**config.mk**
```make
export PLATFORM = sky130hd
export DESIGN_NAME = length_framed_byte_deframer
export DESIGN_NICKNAME = d
export VERILOG_FILES = /design/src/hw/rtl/ldf_pkg.sv /design/src/hw/rtl/ldf_ofifo.sv /design/src/hw/rtl/ldf_dpath.sv /design/src/hw/rtl/ldf_ctrl.sv /design/src/hw/rtl/length_framed_byte_deframer.sv
export VERILOG_INCLUDE_DIRS = /design/src /design/src/hw/rtl
export SDC_FILE = /design/constraint.sdc
export NUM_CORES = 1
export LEC_CHECK = 0
export ABC_AREA = 0
export BUFFER_PORTS_ARGS = -buffer_cell sky130_fd_sc_hd__buf_2
export CORE_ASPECT_RATIO = 0.7
export CORE_MARGIN = 5
export CORE_UTILIZATION = 30
export DETAILED_ROUTE_END_ITERATION = 6
export GPL_ROUTABILITY_DRIVEN = 0
export PLACE_DENSITY = 0.51
export SETUP_SLACK_MARGIN = 0.05
export SLEW_MARGIN = 20
export SYNTH_ARGS = -nofsm -noshare
export SYNTH_HDL_FRONTEND = slang
export SYNTH_SLANG_ARGS = --single-unit
```
**constraint.sdc**
```tcl
create_clock -name i_clk -period 4.4 [get_ports i_clk]
set_input_delay 0.22 -clock i_clk [delete_from_list [all_inputs] [get_ports i_clk]]
set_output_delay 0.22 -clock i_clk [all_outputs]
set_load 0.05 [all_outputs]
```
**src/hw/rtl/length_framed_byte_deframer_macros.svh**
```systemverilog
// length_framed_byte_deframer_macros.svh
// Assertion macros used by the deframer top level; no other dependencies.
`ifndef LENGTH_FRAMED_BYTE_DEFRAMER_MACROS_SVH
`define LENGTH_FRAMED_BYTE_DEFRAMER_MACROS_SVH

// Consequent must hold in the same cycle as the antecedent.
`define LDF_ASSERT_NOW(lbl, clk, rst_n, ante, cons) \
    lbl: assert property (@(posedge clk) disable iff (!rst_n) (ante) |-> (cons)) \
        else $error("deframer same-cycle check failed");

// Consequent must hold in the cycle after the antecedent.
`define LDF_ASSERT_NEXT(lbl, clk, rst_n, ante, cons) \
    lbl: assert property (@(posedge clk) disable iff (!rst_n) (ante) |=> (cons)) \
        else $error("deframer next-cycle check failed");

`endif

```
**src/hw/rtl/ldf_pkg.sv**
```systemverilog
// ldf_pkg.sv
// Shared constants, types and helpers for the length-framed byte deframer.
// No dependencies; imported by every deframer module.
package ldf_pkg;

    localparam int MaxPayload = 32;
    localparam int StoreDepth = 64;
    localparam int OutCap     = MaxPayload + 2;

    localparam int AW    = $clog2(StoreDepth);
    localparam int LenW  = $clog2(MaxPayload + 1);
    localparam int EcW   = $clog2(MaxPayload + 2);
    localparam int CntW  = $clog2(OutCap + 1);
    localparam int SeenW = 7;

    localparam logic [7:0] HDR0 = 8'hEB;
    localparam logic [7:0] HDR1 = 8'h09;
    localparam logic [7:0] TRL0 = 8'h0D;
    localparam logic [7:0] TRL1 = 8'h0A;

    localparam logic [1:0] ST_OK      = 2'd0;
    localparam logic [1:0] ST_TRAILER = 2'd1;
    localparam logic [1:0] ST_LENGTH  = 2'd2;

    // Frame parser phase.
    typedef enum logic [6:0] {
        PH_HUNT = 7'b0000001,
        PH_HDR1 = 7'b0000010,
        PH_ID   = 7'b0000100,
        PH_LEN  = 7'b0001000,
        PH_PAY  = 7'b0010000,
        PH_TRL0 = 7'b0100000,
        PH_TRL1 = 7'b1000000
    } t_phase;

    typedef struct packed {
        logic       last;
        logic [1:0] status;
        logic [7:0] data;
    } t_result;

    // Controller to datapath.
    typedef struct packed {
        logic accept;      // write input byte and parse it
        logic fetch;       // read store at replay pointer
        logic parse;       // parse the fetched byte
        logic emit_fetch;  // read store at emit index
        logic emit_push;   // push the fetched frame byte
    } t_cmd;

    // Datapath to controller.
    typedef struct packed {
        logic fault;      // parse of current byte faults
        logic frame_ok;   // parse of current byte completes a frame
        logic more;       // bytes left to parse after current byte
        logic pending;    // bytes left to parse now
        logic emit_last;  // fetched frame byte is the last of the frame
    } t_stat;

    function automatic logic [AW-1:0] ring_next(input logic [AW-1:0] idx);
        if (idx == AW'(StoreDepth - 1)) begin
            return '0;
        end
        return AW'(idx + 1'b1);
    endfunction

endpackage

```
**src/hw/rtl/ldf_ofifo.sv**
```systemverilog
// ldf_ofifo.sv
// Two-entry result queue in front of the master port.
// Depends on ldf_pkg for the result type.
module ldf_ofifo (
    input  logic            i_clk,
    input  logic            i_rst_n,
    input  logic            i_push,
    input  ldf_pkg::t_result i_data,
    output logic            o_room,
    output logic            o_valid,
    output ldf_pkg::t_result o_data,
    input  logic            i_ready
);
    import ldf_pkg::*;

    t_result    r_q [2];
    logic       r_wr, n_wr;
    logic       r_rd, n_rd;
    logic [1:0] r_cnt, n_cnt;
    logic       pop;

    always_comb begin
        o_valid = (r_cnt != 2'd0);
        o_room  = !r_cnt[1];
        o_data  = r_q[r_rd];
        pop     = o_valid && i_ready;
        n_wr    = i_push ? !r_wr : r_wr;
        n_rd    = pop ? !r_rd : r_rd;
        n_cnt   = 2'(r_cnt + 2'(i_push) - 2'(pop));
    end

    always_ff @(posedge i_clk) begin
        if (i_push) begin
            r_q[r_wr] <= i_data;
        end
    end

    always_ff @(posedge i_clk) begin
        if (!i_rst_n) begin
            r_wr  <= 1'b0;
            r_rd  <= 1'b0;
            r_cnt <= 2'd0;
        end else begin
            r_wr  <= n_wr;
            r_rd  <= n_rd;
            r_cnt <= n_cnt;
        end
    end

endmodule

```
**src/hw/rtl/ldf_dpath.sv**
```systemverilog
// ldf_dpath.sv
// Deframer datapath: byte store ring, pointers, frame parser and result build.
// Depends on ldf_pkg; driven by ldf_ctrl.
module ldf_dpath (
    input  logic             i_clk,
    input  logic             i_rst_n,
    input  ldf_pkg::t_cmd    i_cmd,
    input  logic [7:0]       i_in_byte,
    output ldf_pkg::t_stat   o_stat,
    output logic             o_push,
    output ldf_pkg::t_result o_result
);
    import ldf_pkg::*;

    logic [7:0]      r_mem [StoreDepth];
    logic [7:0]      r_rd;
    logic [AW-1:0]   r_tail, n_tail;
    logic [AW-1:0]   r_rp, n_rp;
    logic [AW-1:0]   r_head, n_head;
    logic [AW-1:0]   r_eidx, n_eidx;
    t_phase          r_phase, n_phase;
    logic [LenW-1:0] r_len, n_len;
    logic [SeenW-1:0] r_seen, n_seen;
    logic [EcW-1:0]  r_ecnt, n_ecnt;
    logic [CntW-1:0] r_step, n_step;

    logic             caught_up;
    logic             parse_en;
    logic [7:0]       pb;
    logic [AW-1:0]    rp_adv;
    logic [AW-1:0]    tail_after;
    logic [AW-1:0]    rd_addr;
    logic [SeenW-1:0] seen_inc;
    logic [SeenW-1:0] len_plus2;
    logic             emit_last;
    logic             push_req;
    logic [CntW-1:0]  step_base;

    // Parser outcome for the byte at hand; applied only when parsing.
    t_phase           p_phase;
    logic [AW-1:0]    p_head;
    logic [LenW-1:0]  p_len;
    logic [SeenW-1:0] p_seen;
    logic             p_fault;
    logic [1:0]       p_fault_st;
    logic             p_frame_ok;

    always_comb begin
        // When caught up, the byte to parse is the one arriving now.
        caught_up  = (r_rp == r_tail);
        parse_en   = i_cmd.accept || i_cmd.parse;
        pb         = caught_up ? i_in_byte : r_rd;
        rp_adv     = ring_next(r_rp);
        tail_after = caught_up ? ring_next(r_tail) : r_tail;
        seen_inc   = SeenW'(r_seen + SeenW'(1));
        len_plus2  = SeenW'(SeenW'(r_len) + SeenW'(2));
    end

    always_comb begin
        p_phase    = r_phase;
        p_head     = r_head;
        p_len      = r_len;
        p_seen     = r_seen;
        p_fault    = 1'b0;
        p_fault_st = ST_OK;
        p_frame_ok = 1'b0;
        case (r_phase)
            PH_HUNT: begin
                if (pb == HDR0) begin
                    p_phase = PH_HDR1;
                end
            end
            PH_HDR1: begin
                if (pb == HDR1) begin
                    p_phase = PH_ID;
                    p_head  = rp_adv;
                    p_seen  = '0;
                end else if (pb != HDR0) begin
                    p_phase = PH_HUNT;
                end
            end
            PH_ID: begin
                p_seen  = SeenW'(1);
                p_phase = PH_LEN;
            end
            PH_LEN: begin
                p_seen = SeenW'(2);
                if (pb > 8'(MaxPayload)) begin
                    p_fault    = 1'b1;
                    p_fault_st = ST_LENGTH;
                    p_phase    = PH_HUNT;
                end else begin
                    p_len   = LenW'(pb);
                    p_phase = (pb != 8'd0) ? PH_PAY : PH_TRL0;
                end
            end
            PH_PAY: begin
                p_seen = seen_inc;
                if (seen_inc >= len_plus2) begin
                    p_phase = PH_TRL0;
                end
            end
            PH_TRL0: begin
                p_seen = seen_inc;
                if (pb == TRL0) begin
                    p_phase = PH_TRL1;
                end else begin
                    p_fault    = 1'b1;
                    p_fault_st = ST_TRAILER;
                    p_phase    = PH_HUNT;
                end
            end
            PH_TRL1: begin
                p_seen  = seen_inc;
                p_phase = PH_HUNT;
                if (pb == TRL1) begin
                    p_frame_ok = 1'b1;
                end else begin
                    p_fault    = 1'b1;
                    p_fault_st = ST_TRAILER;
                end
            end
            default: begin
                p_phase = PH_HUNT;
            end
        endcase
    end

    always_comb begin
        n_phase = parse_en ? p_phase : r_phase;
        n_head  = parse_en ? p_head : r_head;
        n_len   = parse_en ? p_len : r_len;
        n_seen  = parse_en ? p_seen : r_seen;
        n_tail  = i_cmd.accept ? ring_next(r_tail) : r_tail;

        // Rewind to the byte after the header on a fault.
        n_rp = r_rp;
        if (parse_en) begin
            n_rp = p_fault ? r_head : rp_adv;
        end

        emit_last = (r_ecnt == EcW'(EcW'(r_len) + EcW'(1)));
        n_eidx    = r_eidx;
        n_ecnt    = r_ecnt;
        if (parse_en && p_frame_ok) begin
            n_eidx = r_head;
            n_ecnt = '0;
        end else if (i_cmd.emit_push) begin
            n_eidx = ring_next(r_eidx);
            n_ecnt = EcW'(r_ecnt + EcW'(1));
        end

        // Results beyond the per-input cap are dropped.
        step_base = i_cmd.accept ? '0 : r_step;
        push_req  = (parse_en && p_fault) || i_cmd.emit_push;
        o_push    = push_req && (step_base < CntW'(OutCap));
        n_step    = CntW'(step_base + CntW'(o_push));

        if (i_cmd.emit_push) begin
            o_result.data   = r_rd;
            o_result.status = ST_OK;
            o_result.last   = emit_last;
        end else begin
            o_result.data   = 8'd0;
            o_result.status = p_fault_st;
            o_result.last   = 1'b1;
        end

        o_stat.fault     = p_fault;
        o_stat.frame_ok  = p_frame_ok;
        o_stat.more      = p_fault ? (r_head != tail_after) : (rp_adv != tail_after);
        o_stat.pending   = !caught_up;
        o_stat.emit_last = emit_last;

        rd_addr = i_cmd.emit_fetch ? r_eidx : r_rp;
    end

    always_ff @(posedge i_clk) begin
        if (i_cmd.accept) begin
            r_mem[r_tail] <= i_in_byte;
        end
        if (i_cmd.fetch || i_cmd.emit_fetch) begin
            r_rd <= r_mem[rd_addr];
        end
    end

    always_ff @(posedge i_clk) begin
        if (!i_rst_n) begin
            r_tail  <= '0;
            r_rp    <= '0;
            r_head  <= '0;
            r_eidx  <= '0;
            r_phase <= PH_HUNT;
            r_len   <= '0;
            r_seen  <= '0;
            r_ecnt  <= '0;
            r_step  <= '0;
        end else begin
            r_tail  <= n_tail;
            r_rp    <= n_rp;
            r_head  <= n_head;
            r_eidx  <= n_eidx;
            r_phase <= n_phase;
            r_len   <= n_len;
            r_seen  <= n_seen;
            r_ecnt  <= n_ecnt;
            r_step  <= n_step;
        end
    end

endmodule

```
**src/hw/rtl/ldf_ctrl.sv**
```systemverilog
// ldf_ctrl.sv
// Deframer controller: sequences input accept, store replay and frame output.
// Depends on ldf_pkg for the command and status structs.
module ldf_ctrl (
    input  logic           i_clk,
    input  logic           i_rst_n,
    input  logic           i_s_valid,
    output logic           o_s_ready,
    input  logic           i_room,
    input  ldf_pkg::t_stat i_stat,
    output ldf_pkg::t_cmd  o_cmd
);
    import ldf_pkg::*;

    typedef enum logic [4:0] {
        S_IDLE    = 5'b00001,
        S_FETCH   = 5'b00010,
        S_PARSE   = 5'b00100,
        S_EMIT_RD = 5'b01000,
        S_EMIT    = 5'b10000
    } t_state;

    t_state r_state, n_state;

    always_comb begin
        n_state   = r_state;
        o_cmd     = '0;
        o_s_ready = 1'b0;
        case (r_state)
            S_IDLE: begin
                o_s_ready = i_room;
                if (i_s_valid && i_room) begin
                    o_cmd.accept = 1'b1;
                    if (i_stat.frame_ok) begin
                        n_state = S_EMIT_RD;
                    end else if (i_stat.more) begin
                        n_state = S_FETCH;
                    end
                end
            end
            S_FETCH: begin
                o_cmd.fetch = 1'b1;
                n_state     = S_PARSE;
            end
            S_PARSE: begin
                // hold until a fault result would have a slot
                if (i_room) begin
                    o_cmd.parse = 1'b1;
                    if (i_stat.frame_ok) begin
                        n_state = S_EMIT_RD;
                    end else if (i_stat.more) begin
                        n_state = S_FETCH;
                    end else begin
                        n_state = S_IDLE;
                    end
                end
            end
            S_EMIT_RD: begin
                o_cmd.emit_fetch = 1'b1;
                n_state          = S_EMIT;
            end
            S_EMIT: begin
                if (i_room) begin
                    o_cmd.emit_push = 1'b1;
                    if (!i_stat.emit_last) begin
                        n_state = S_EMIT_RD;
                    end else if (i_stat.pending) begin
                        n_state = S_FETCH;
                    end else begin
                        n_state = S_IDLE;
                    end
                end
            end
            default: begin
                n_state = S_IDLE;
            end
        endcase
    end

    always_ff @(posedge i_clk) begin
        if (!i_rst_n) begin
            r_state <= S_IDLE;
        end else begin
            r_state <= n_state;
        end
    end

endmodule

```
**src/hw/rtl/length_framed_byte_deframer.sv**
```systemverilog
// Length-framed byte deframer.
//
// Slave channel (i_s_*): one received link byte per request in tdata.
// Master channel (o_m_*): results. tdata carries the frame byte (id, then
// length, then payload; zero on a fault), tuser the status (0 frame byte,
// 1 trailer mismatch, 2 length over limit), tlast marks the end of a run.
// A fault is a run of one result.
// Bytes before the header EB 09 are dropped. A good frame (id, length,
// payload, trailer 0D 0A) comes out as length + 2 results; a bad one gives
// one fault result, and all bytes after its header are parsed again.
// Throughput: one input byte per cycle while no frame ends and no fault
// occurs. Replayed bytes and frame results each need a read of the 64-byte
// store ring, which has a single read port, before they are parsed or pushed.
// After the last trailer byte, the first result is read, queued and output.
// A two-entry result queue lets input continue while a result waits; when
// the receiver stalls and the queue fills, tready drops.
// Reset (synchronous, active low) returns the parser to header hunt and
// empties the store ring and result queue; no clearing pass is needed.
`include "length_framed_byte_deframer_macros.svh"

module length_framed_byte_deframer (
    input  logic       i_clk,
    input  logic       i_rst_n,
    input  logic       i_s_tvalid,
    output logic       o_s_tready,
    input  logic [7:0] i_s_tdata,   // [7:0] in_byte
    output logic       o_m_tvalid,
    input  logic       i_m_tready,
    output logic [7:0] o_m_tdata,   // [7:0] out_byte
    output logic [1:0] o_m_tuser,   // [1:0] status
    output logic       o_m_tlast
);
    import ldf_pkg::*;

    t_cmd    w_cmd;
    t_stat   w_stat;
    t_result w_res;
    t_result w_out;
    logic    w_push;
    logic    w_room;
    logic    w_m_fault;

    ldf_ctrl u_ctrl (
        .i_clk     (i_clk),
        .i_rst_n   (i_rst_n),
        .i_s_valid (i_s_tvalid),
        .o_s_ready (o_s_tready),
        .i_room    (w_room),
        .i_stat    (w_stat),
        .o_cmd     (w_cmd)
    );

    ldf_dpath u_dpath (
        .i_clk     (i_clk),
        .i_rst_n   (i_rst_n),
        .i_cmd     (w_cmd),
        .i_in_byte (i_s_tdata),
        .o_stat    (w_stat),
        .o_push    (w_push),
        .o_result  (w_res)
    );

    ldf_ofifo u_ofifo (
        .i_clk   (i_clk),
        .i_rst_n (i_rst_n),
        .i_push  (w_push),
        .i_data  (w_res),
        .o_room  (w_room),
        .o_valid (o_m_tvalid),
        .o_data  (w_out),
        .i_ready (i_m_tready)
    );

    assign o_m_tdata = w_out.data;
    assign o_m_tuser = w_out.status;
    assign o_m_tlast = w_out.last;
    assign w_m_fault = o_m_tvalid && (o_m_tuser != ST_OK);

    `LDF_ASSERT_NOW(a_push_has_room, i_clk, i_rst_n, w_push, w_room)
    `LDF_ASSERT_NEXT(a_no_accept_after_fetch, i_clk, i_rst_n, w_cmd.fetch, !o_s_tready)
    `LDF_ASSERT_NOW(a_fault_is_single, i_clk, i_rst_n, w_m_fault, o_m_tlast && o_m_tdata == 8'd0)

endmodule
```
* Word level (Yosys, flattened, before mapping) *
Memory sizes are Yosys's and may differ from the RTL's. A register that Yosys moved wholly into a read port is not among the register bits.
Cells that the tools add are included.

cells by class
  shifts and indexed selects = 0
  equality and inequality tests = 32
  bitwise gates (word level) = 2
  div/mod/pow operators = 0
  add/sub/neg operators = 10
  mux-type cells = 64
  multipliers = 0
  $lt $le $gt $ge = 3
  reductions and logical operators = 22

operators by type and width
  kind                                                 number
  2-to-1 mux 6 bit                                     13
  2-to-1 mux 7 bit                                     7
  one-hot mux 7 bit (6 select lines)                   1
  adder 6 x 1 -> 6 bit (second input constant)         5
  2-to-1 mux 5 bit                                     6
  one-hot mux 7 bit (4 select lines)                   1
  2-to-1 mux 1 bit                                     27
  one-hot mux 5 bit (5 select lines)                   1
  == test 8 x 4 -> 1 bit (second input constant)       3
  == test 6 bit (second input constant)                3
  == test 6 bit                                        2
  != test 6 bit                                        2
  2-to-1 mux 11 bit                                    1
  AND reduction 3 bit                                  3
  == test 8 bit (second input constant)                1
  > comparator 8 x 6 -> 1 bit (second input constant)  1
  2-to-1 mux 8 bit                                     1
  != test 2 x 1 -> 1 bit (second input constant)       4
  != test 8 bit (second input constant)                1
  AND reduction 4 bit                                  2
  nonzero test 8 bit                                   1
  adder 6 x 2 -> 7 bit (second input constant)         1
  adder 7 x 1 -> 7 bit (second input constant)         1
  == test 7 x 1 -> 1 bit (second input constant)       1
  other kinds (30)                                     44

word-level totals
  memory bits (read-only) = 0
  memories = 2
  bits of input ports = 12
  bits in registers = 65
  RAM bits = 534
  latch bits = 0

memory list
  memory         words  width  rd ports  clocked after memory_dff  wr ports  RTL line         text
  u_dpath.r_mem  64     8      1         1                         1         ldf_dpath.sv:15  logic [7:0] r_mem [StoreDepth];
  u_ofifo.r_q    2      11     1         1                         1         ldf_ofifo.sv:16  t_result r_q [2];

* Longest topological paths before layout *
Gate-level depths: netlist (run 1).

  word-level depth = 10
  depth in mapped cells = 14

* Cells and area by module *
From an unflattened synthesis (run 1), not the netlist that was laid out.

second synthesis, totals
  cell total of the unflattened synthesis = 1589
  area total of the unflattened synthesis = 25786.0 µm²

modules (own cells, without submodules)
  module     cells an instance  instances  area an instance (µm²)
  ldf_dpath  1485               1          24349.6
  ldf_ofifo  57                 1          1034.7
  ldf_ctrl   47                 1          401.6

* Least setup slack after synthesis (run 1) *
OpenSTA, ideal clock, no wires.

  kind = register to register
  start = register u_ctrl.r_state[0]
  end = register u_dpath.r_rd[5], read port of u_dpath.r_mem (data pin)
  setup slack = 1253 ps
  stages on the path, launching flop included = 12
  arrival time = 2886 ps
  setup time = 261 ps
  clock period less this slack = 3147 ps
  path through = dfxtp_1 > clkbuf_1 > or3_1 > o21ai_1 > and2_1 > clkbuf_1 > buf_2 > buf_2 > mux4_2 > a22oi_1 > o21ai_0 > a221o_1

on the way
  longest elaborated chain between the ends = 3

ends and longest elaborated chain
  element                                                                  RTL line                            text
  start: declaration                                                       ldf_ctrl.sv:23                      t_state r_state, n_state;
  start signal: assignment                                                 ldf_ctrl.sv:84                      r_state <= n_state;
  == test 5 x 4 -> 1 bit / == test 5 x 2 -> 1 bit (equally long branches)  ldf_ctrl.sv:29                      case (r_state)
  2-to-1 mux 1 bit                                                         ldf_ctrl.sv:29
  2-to-1 mux 6 bit / logical OR 1 bit (equally long branches)              ldf_dpath.sv:175, ldf_dpath.sv:182
  end: declaration                                                         ldf_dpath.sv:16                     logic [7:0] r_rd;

Several ways; a longest one is shown, not always the timed one.
A chain may end at the register's enable or synchronous reset.

* Worst setup path in the final report (run 1) *
  start = register u_ctrl.r_state[4]
  end = register u_dpath.r_rd[1], read port of u_dpath.r_mem (data pin)

Same word-level chain as after synthesis.

==> metrics.txt, run 1 <==
Post-synth EDFFs 542; first-pass GRT wire length 103000 um; routed vias 15.64k; Pleak 0.009574 uW; Num Clock Sinks 608; compound-gate portion of the synthesized area 6.202%; Die ar. 90680 um^2; PortBufs 24; Post-Syn Area per Cell 14.30 um^2; Placed Instances 2918; Root Buffer clkbuf_16; DRC Markers 0; vias in the first global route 14.79k; max_cap viols 0; Post-Layout Cell Count 3026; Core Region 84070 um^2; Num CTS Buffers 56; TritonRoute pass-1 iters 5; xor/xnor cell area share of the yosys netlist 1.621%; post-synthesis mux area share 8.512%; max incr delay on CP 800 ps; CP delay by family, top compound AO/OA/AOI/OAI gates; DR vias/cell 5.170; Worst setup SP type register; Starting DRT DRC Count 1885; Top-Level Pins 25; layout cells sized above 1 15.59%; Simple-Gate Fraction of Synth Area 11.64%; largest family of logic cells by synthesized area simple AND/OR/NAND/NOR gates; Clock Latency Late Sink 650 ps; H-Tree Depth 2; DP HPWL 46630 um; utilization after layout 34.62%; final setup fails 0; P&R area growth vs syn 14.60%; Finished Cell Area 29110 um^2; asr flop ratio synth 0%; CP max-delay cell a22oi_1; Critical Path RT 4800 ps; crit path capture type register; syn_nets 1806; peak supply drop 0.0003428 V; Die X 357.8 um; hold crit path type in2reg; arrival time worst endpoint 4530 ps; Worst-Margin Slew 1043 ps; initial antenna violation count 6; Nets 1873; Post-Route WL 71160 um; CP Max Fanout 42; register area share after synthesis 69.28%; largest net degree at the start of global routing 97; remaining global-route overflow 0; Mapped Cells 1776; Final Hold Fails 0; outcome finished clean; Tmin final 4138 ps; Global Route Usage Sum 15.34%; power density over cell area 522.6 nW/um^2; CTS tree yes; Syn. warnings 0; total negative slack 0 ps; Core Rows 89; Post-synth top flop edfxtp_1; Crit path buffers/inverters 1; flop and latch count out of synthesis 608; worst setup skew after layout 22.67 ps; Rel. slew slack 30.47%; RSZ-0062 raised after global routing false; final worst-path cycle share 94.05%; CTS Buffer Depth 3; post-route ant nets 0; initial core utilization 30.21%; Clock transition at path regs 70 ps; dpl cell area 27170 um^2; Routed WL per cell 23.52 um; Cell variety after synth 69; DIE HEIGHT 253.5 um; Slew Viols, Final 0; critical path class reg2reg; critical-path cell list or3_1 -> o21ai_1 -> and2_4 -> buf_12 -> mux4_2 -> a22oi_1 -> o21ai_0 -> a221o_1; Netlist Area Pre-Place 25400 um^2; area share of fa/ha/maj cells after synthesis 0.8867%; Fin Hold WS 32.89 ps; Max Fclk 241.7 MHz
## path summary, 6_finish.rpt
| path | from | endpoint | slack, ps | depth (start not counted) |
|---|---|---|---|---|
| worst min-delay path | i_m_tready | u_ofifo.r_rd | 30 | 4 |
| worst max register to register | u_ctrl.r_state[4] | u_dpath.r_rd[1] | 260 | 8 |
| worst max-delay path | u_ctrl.r_state[4] | u_dpath.r_rd[1] | 260 | 8 |
| worst min register to register | u_dpath.r_head[0] | u_dpath.r_eidx[0] | 520 | 2 |
## worst reg2reg max path: stages, from the launching register on
cell	delay (ps)
dfxtp_1	370
or3_1	410
o21ai_1	210
and2_4	470
buf_12	380
mux4_2	630
a22oi_1	800
o21ai_0	230
a221o_1	390
## power by group
group,internal (uW),switching [uW],leakage [uW]
clock network,2860,2190,0.000923
logic,1280,2330,0.00326
registers,6440,115,0.00539
## cell usage after synthesis (7+ instances only)
cell / n / area share (%)
clkbuf_1: 67 / 0.99
nor2_1: 146 / 2.2
mux4_2: 64 / 5.7
dfxtp_1: 66 / 5.2
nand3b_1: 10 / 0.30
nor4_1: 7 / 0.17
a22o_1: 16 / 0.55
o21ai_0: 43 / 0.85
a31oi_1: 20 / 0.49
edfxtp_1: 542 / 64
a32oi_1: 32 / 1.1
buf_4: 9 / 0.27
mux2i_1: 54 / 2.1
or2_2: 8 / 0.20
inv_1: 7 / 0.10
nand4_1: 30 / 0.74
mux2_2: 16 / 0.71
and2_1: 22 / 0.54
nor2b_1: 10 / 0.25
xnor2_1: 23 / 0.79
xor2_1: 24 / 0.83
nand2_1: 251 / 3.7
a22oi_1: 16 / 0.47
o22ai_1: 9 / 0.22
nor3_1: 22 / 0.43
nand2b_1: 7 / 0.17
a221o_1: 8 / 0.32
a21oi_1: 35 / 0.69
or3_1: 11 / 0.27
ha_1: 18 / 0.89
nand3_1: 88 / 1.7
a311oi_1: 10 / 0.34
a211oi_1: 9 / 0.27
buf_2: 21 / 0.41
## flip-flops by register name (all words and copies together), names as in the netlist, 7 cells and up, named ones only
register / cells
u_ofifo.r_q: 22
u_dpath.r_phase: 7
u_dpath.r_seen: 7
u_dpath.r_mem: 512
u_dpath.r_rd: 8
## placed cells by master, fill, tap and decap left out, drive strengths merged, types with 9 or more instances in the layout
cell	n
a211oi	9
a21oi	35
a22o	16
a22oi	16
a311oi	10
a31oi	20
a32oi	32
and2	23
buf	107
clkbuf	71
clkinv	20
dfxtp	66
edfxtp	542
ha	18
inv	10
mux2	16
mux2i	54
mux4	64
nand2	251
nand3	89
nand3b	10
nand4	30
nor2	146
nor2b	10
nor3	22
o21ai	45
o22ai	9
or3	11
xnor2	23
xor2	24
## stage by stage
stage	power (uW)	worst slack (ps)
global placement	10250	281.2
finish	15210	261.9
CTS	15330	302.4
floorplan	9139	1253
detailed placement	10270	314.4
global route	15830	91.13
## logic make-up after synthesis
logic type      after synthesis
xor+xnor                     47
flops                       608
buf+inv                     110
mux                         134
simple gates                638
compound gates              221
fa+ha+maj                    18
## layout make-up
class                   count  area (um^2)
fillers                  8103        54970
flip-flops and latches    608        17600
multi-input cells        1058         7348
clock buffers              71         1480
well taps                1137         1423
repair buffers            111        824.5
clock inverters            30        397.9
inverters                   8        30.03
diodes                      3        7.507
## repair_timing
action                     4_1_cts  5_1_grt
hold buffers                     4        0
setup endpoints to repair        0        1
resized for setup                0        1
hold endpoints to repair        12        0
setup buffers                    0        0
## routing by layer
| metal | wire, um | global-route usage (%) |
|---|---|---|
| met1 | 34240 | 24.02 |
| met2 | 28510 | 20.72 |
| met4 | 996 | 2.909 |
| met3 | 7406 | 4.836 |
| met5 | 0 | 0 |
(Power assumes the default switching activity.)
==> run 2, diff against run 1 <==
--- a/config.mk
+++ b/config.mk
@@ -9,10 +9,10 @@
 export ABC_AREA = 0
 export BUFFER_PORTS_ARGS = -buffer_cell sky130_fd_sc_hd__buf_2
 export CORE_ASPECT_RATIO = 0.7
-export CORE_MARGIN = 5
 export CORE_UTILIZATION = 30
 export DETAILED_ROUTE_END_ITERATION = 6
 export GPL_ROUTABILITY_DRIVEN = 0
+export HOLD_SLACK_MARGIN = 0.15
 export PLACE_DENSITY = 0.51
 export SETUP_SLACK_MARGIN = 0.05
 export SLEW_MARGIN = 20
==> metrics.txt, run 2 (synthesis results as in run 1) <==
Top-Level Pins 25 (unchanged); Die X 349.8 um (-2.2%); Starting DRT DRC Count 1648 (-13%); hold crit path type in2reg; vias in the first global route 15.15k (+2.5%); critical path class reg2reg; Clock transition at path regs 70 ps (about the same); Clock Latency Late Sink 650 ps (about the same); post-route ant nets 0 (unchanged); Worst setup SP type register; Num CTS Buffers 57 (+1.8%); dpl cell area 27350 um^2 (+0.66%); Largest register FFs 512 (unchanged); Worst-Margin Slew 958.0 ps (-84.95 ps); Num Clock Sinks 608 (unchanged); Critical Path RT 4790 ps (about the same); Final Hold Fails 0 (unchanged); H-Tree Depth 2 (unchanged); routed vias 15.76k (+0.74%); Root Buffer clkbuf_16; DR vias/cell 5.177 (+0.14%); initial antenna violation count 2 (-4); crit path capture type register; Nets 1901 (+1.5%); Global Route Usage Sum 16.22% (+0.88 points); PortBufs 24 (unchanged); max_cap viols 0 (unchanged); Core Region 83130 um^2 (-1.1%); Pwr Total 15290 uW (+0.55%); Max Fclk 244.2 MHz (+1.0%); Rel. slew slack 35.71% (+5.2 points); Post-Route WL 70050 um (-1.6%); layout cells sized above 1 16.73% (+1.1 points); total negative slack 0 ps (unchanged); peak supply drop 0.0003167 V (-7.6%); post-CTS setup buffer count 0 (unchanged); power density over cell area 521.9 nW/um^2 (-0.12%); Post-Layout Cell Count 3044 (+0.59%); cts repair resizes 0 (unchanged); RSZ-0062 raised after global routing false; P&R area growth vs syn 15.36%; CP Max Fanout 23 (-45%); final worst-path cycle share 93.08% (-0.96 points); met3 GRT Util 3.903% (-0.93 points); final setup fails 0 (unchanged); Routed WL per cell 23.01 um (-2.1%); commonest cells after routing, fill and taps aside edfxtp_1, nand2_1, nor2_1, buf_4, nand3_1; top flop regs u_dpath.r_mem (512), u_ofifo.r_q (22), u_dpath.r_rd (8); GRT busiest layer met1; arrival time worst endpoint 4490 ps (-40 ps); remaining global-route overflow 0 (unchanged); Finished Cell Area 29300 um^2 (+0.67%); Pleak 0.009710 uW (+1.4%); outcome finished clean; Tmin final 4096 ps (-42.42 ps); CTS Buffer Depth 3 (unchanged); Slew Viols, Final 0 (unchanged); DP HPWL 46130 um (-1.1%); DIE HEIGHT 245.5 um (-3.2%); worst setup skew after layout 28.98 ps (+6.314 ps); Die ar. 85850 um^2 (-5.3%); Reg with most FFs u_dpath.r_mem; largest net degree at the start of global routing 67 (-31%); CTS tree yes; Placed Instances 2932 (+0.48%); Global Route met2 Usage 22.23% (+1.5 points); Diodes inserted 0 (-3); TritonRoute pass-1 iters 5 (unchanged); initial core utilization 30.56% (+0.34 points); first-pass GRT wire length 103400 um (+0.38%); Core Rows 88 (-1.1%); M1 GR Usage 25.64% (+1.6 points); DRC Markers 0 (unchanged); commonest non-fill, non-tap cell in the layout edfxtp_1
[run 2: cell count changes in the layout (fill, tap and decap cells not counted), sizes merged]
| cell | change |
|---|---|
| bufinv | -2 |
| dlygate4sd3 | +1 |
| clkinv | +4 |
| buf | +26 |
| inv | +1 |
| clkbuf | +3 |
| diode | -3 |
[run 2: where the power goes]
| part | total, uW | internal, uW | switching [uW] |
|---|---|---|---|
| clock | 5070 | 2830 | 2240 |
| sequential | 6560 | 6440 | 129 |
| combinational | 3660 | 1360 | 2300 |
| total | 15300 | 10600 | 4670 |
[run 2: timing repair]
action | 4_1_cts | 5_1_grt
endpoints found under the hold margin | 21 | 0
hold buffers | 5 | 0
endpoints found under the setup margin | 0 | 0
[run 2: stage by stage]
stage	setup slack, ps	utilization (%)	hold WS, ps
floorplan	1253	-	318.9
global placement	364.8	32.90	495.7
detailed placement	408.0	32.90	511.0
CTS	389.4	35.25	214.2
global route	59.03	35.25	260.3
finish	304.4	35.25	241.7
[run 2: per-layer routing]
metal | part of all wire [%] | vias to the layer above | wire length [um]
met5 | 0 | - | 0
met4 | 1.2 | 0 | 867
met3 | 9.5 | 74 | 6645
met2 | 40 | 662 | 28360
met1 | 49 | 8021 | 34180
li1 | - | 7002 | -
[run 2: layout make-up]
class	count	area [um^2]
Fill cell	7955	53830
Clock buffer	74	1531
Timing Repair Buffer	138	1026
Multi-Input combinational cell	1058	7343
Sequential cell	608	17600
Inverter	8	30.03
Clock inverter	33	367.9
Tap cell	1125	1408
[run 2: final timing paths]
| kind | depth (start not counted) | endpoint | start | slack, ps |
|---|---|---|---|---|
| setup / recovery | 8 | u_dpath.r_rd[3] | u_ctrl.r_state[0] | 300 |
| hold / removal | 2 | u_dpath.r_mem[61][6] | i_s_tdata[6] | 240 |
| setup reg to reg | 8 | u_dpath.r_rd[3] | u_ctrl.r_state[0] | 300 |
| hold reg to reg | 2 | u_dpath.r_ecnt[1] | u_dpath.r_ecnt[1] | 520 |
[run 2: worst max-delay path, cell delays in order, from the launching register on]
cell,delay [ps]
dfxtp_1,380
or3_1,380
o21ai_1,230
and2_4,560
buf_4,450
mux4_2,550
a22oi_1,410
o21ai_0,410
a221o_1,450
==> run 3, diff against run 2 <==
--- a/config.mk
+++ b/config.mk
@@ -14,6 +14,7 @@
 export GPL_ROUTABILITY_DRIVEN = 0
 export HOLD_SLACK_MARGIN = 0.15
 export PLACE_DENSITY = 0.51
+export REMOVE_ABC_BUFFERS = 1
 export SETUP_SLACK_MARGIN = 0.05
 export SLEW_MARGIN = 20
 export SYNTH_ARGS = -nofsm -noshare
==> metrics.txt, run 3 (synthesis results as in run 1) <==
layout filler cell count 7889 (-0.83%); Pleak 0.009613 uW (-1.0%); Nets 1872 (-1.5%); DRC Markers 0 (unchanged); P&R area growth vs syn 15.09%; final setup fails 0 (unchanged); initial core utilization 30.56% (unchanged); Reg with most FFs u_dpath.r_mem; post-place setup slack 685.8 ps (+277.8 ps); Core Rows 88 (unchanged); post-route ant nets 0 (unchanged); Num CTS Buffers 58 (+1.8%); DP HPWL 44470 um (-3.6%); routed vias 15.46k (-1.9%); Global Route Usage Sum 15.82% (-0.40 points); power density over cell area 532.0 nW/um^2 (+1.9%); Pwr Total 15550 uW (+1.7%); critical-path cell list nor3_1 -> nand2_1 -> mux2i_1 -> and2_1 -> buf_12 -> a32oi_1 -> a31oi_1 -> o22ai_1 -> a221o_1; Slew Viols, Final 0 (unchanged); Die X 349.8 um (unchanged); Placed Instances 2899 (-1.1%); top flop regs u_dpath.r_mem (512), u_ofifo.r_q (22), u_dpath.r_rd (8); crit path capture type register; Crit path buffers/inverters 1 (unchanged); H-Tree Depth 2 (unchanged); Post-Route WL 68150 um (-2.7%); first-pass GRT wire length 100600 um (-2.8%); Fin Hold WS 246.6 ps (+4.966 ps); Max Fclk 266.6 MHz (+9.2%); DIE HEIGHT 245.5 um (unchanged); # hold bufs at CTS 8 (+3); commonest non-fill, non-tap cell in the layout edfxtp_1; critical path class reg2reg; Core Region 83130 um^2 (unchanged); CP Max Fanout 24 (+4.3%); largest net degree at the start of global routing 68 (+1.5%); hold crit path type in2reg; TritonRoute pass-1 iters 5 (unchanged); RSZ-0062 raised after global routing false; vias in the first global route 14.86k (-1.9%); Top-Level Pins 25 (unchanged); Clock transition at path regs 70 ps (about the same); remaining global-route overflow 0 (unchanged); outcome finished clean; PortBufs 24 (unchanged); Die ar. 85850 um^2 (unchanged); PnR worst setup slack 648.4 ps (+344.1 ps); post-CTS setup buffer count 0 (unchanged); arrival time worst endpoint 4130 ps (-360 ps); cts repair resizes 0 (unchanged); footprint of the multi-input gates 7353 um^2 (+0.14%); final worst-path cycle share 85.26% (-7.8 points); Root Buffer clkbuf_16; dpl cell area 27150 um^2 (-0.73%); Clock Latency Late Sink 630 ps (-20 ps); CTS tree yes; Largest register FFs 512 (unchanged); Final Hold Fails 0 (unchanged); peak supply drop 0.0002872 V (-9.3%); Rel. slew slack 31.85% (-3.9 points); Post-Layout Cell Count 3016 (-0.92%); Worst-Margin Slew 1022 ps (+64.26 ps); sequential cell area 17600 um^2 (unchanged); CTS Buffer Depth 3 (unchanged); worst setup skew after layout 26.21 ps (-2.777 ps); Worst setup SP type register; Num Clock Sinks 608 (unchanged); Critical Path RT 4780 ps (about the same); max incr delay on CP 620 ps (+60 ps); initial antenna violation count 4 (+2); Starting DRT DRC Count 1668 (+1.2%); commonest cells after routing, fill and taps aside edfxtp_1, nand2_1, nor2_1, nand3_1, buf_4; DR vias/cell 5.127 (-0.97%); CP max-delay cell mux2i_1; layout cells sized above 1 15.50% (-1.2 points); Finished Cell Area 29230 um^2 (-0.24%); max_cap viols 0 (unchanged); CP delay by family, top compound AO/OA/AOI/OAI gates; Tmin final 3752 ps (-344.1 ps); Routed WL per cell 22.60 um (-1.8%)
==> run 3: cell types whose count changed in the layout (fill, tap and decap cells not counted), moves of 2 or more <==
| cell | change |
|---|---|
| bufinv_16 | +4 |
| clkinv_8 | +2 |
| clkbuf_1 | -4 |
| dlygate4sd3_1 | +3 |
| clkinvlp_4 | +3 |
| buf_12 | +3 |
| inv_6 | -2 |
| clkinv_16 | -2 |
| buf_4 | -36 |
==> run 3: final timing paths <==
check	startpoint	endpoint	slack, ps	depth (start not counted)
setup / recovery	u_ctrl.r_state[4]	u_dpath.r_rd[2]	650	9
hold / removal	i_s_tdata[1]	u_dpath.r_mem[31][1]	250	2
setup reg to reg	u_ctrl.r_state[4]	u_dpath.r_rd[2]	650	9
hold reg to reg	u_dpath.r_seen[6]	u_dpath.r_seen[6]	520	2
==> run 3: per-stage QoR <==
stage / setup TNS [ps] / utilization, %
finish: 0 / 35.17
global route: 0 / 35.17
CTS: 0 / 35.16
detailed placement: 0 / 32.66
global placement: 0 / 32.66
floorplan: -27910 / -
==> run 3: final cells by class <==
cell class	instances	share of cell area [%]
multi-input combinational	1058	25.15
inverter	8	0.1027
sequential	608	60.20
antenna	1	0.008560
tap	1125	4.815
timing repair buffer	108	2.893
clock inverter	38	1.605
clock buffer	70	5.226
==> run 3: layer usage <==
metal	wire length [um]	share of wire, %	vias up	track usage, %
met5	0	0	-	0
met4	996	1.5	0	3.083
met3	5776	8.5	80	3.812
met2	27500	40	546	21.55
met1	33870	50	7892	25.03
li1	-	-	6944	-
==> run 3: where the power goes <==
| group | internal, uW | leakage (uW) | switching, uW | total, uW |
|---|---|---|---|---|
| Combinational | 1320 | 0.00325 | 2400 | 3720 |
| Clock | 3060 | 0.000969 | 2210 | 5280 |
| Sequential | 6440 | 0.00539 | 120 | 6560 |
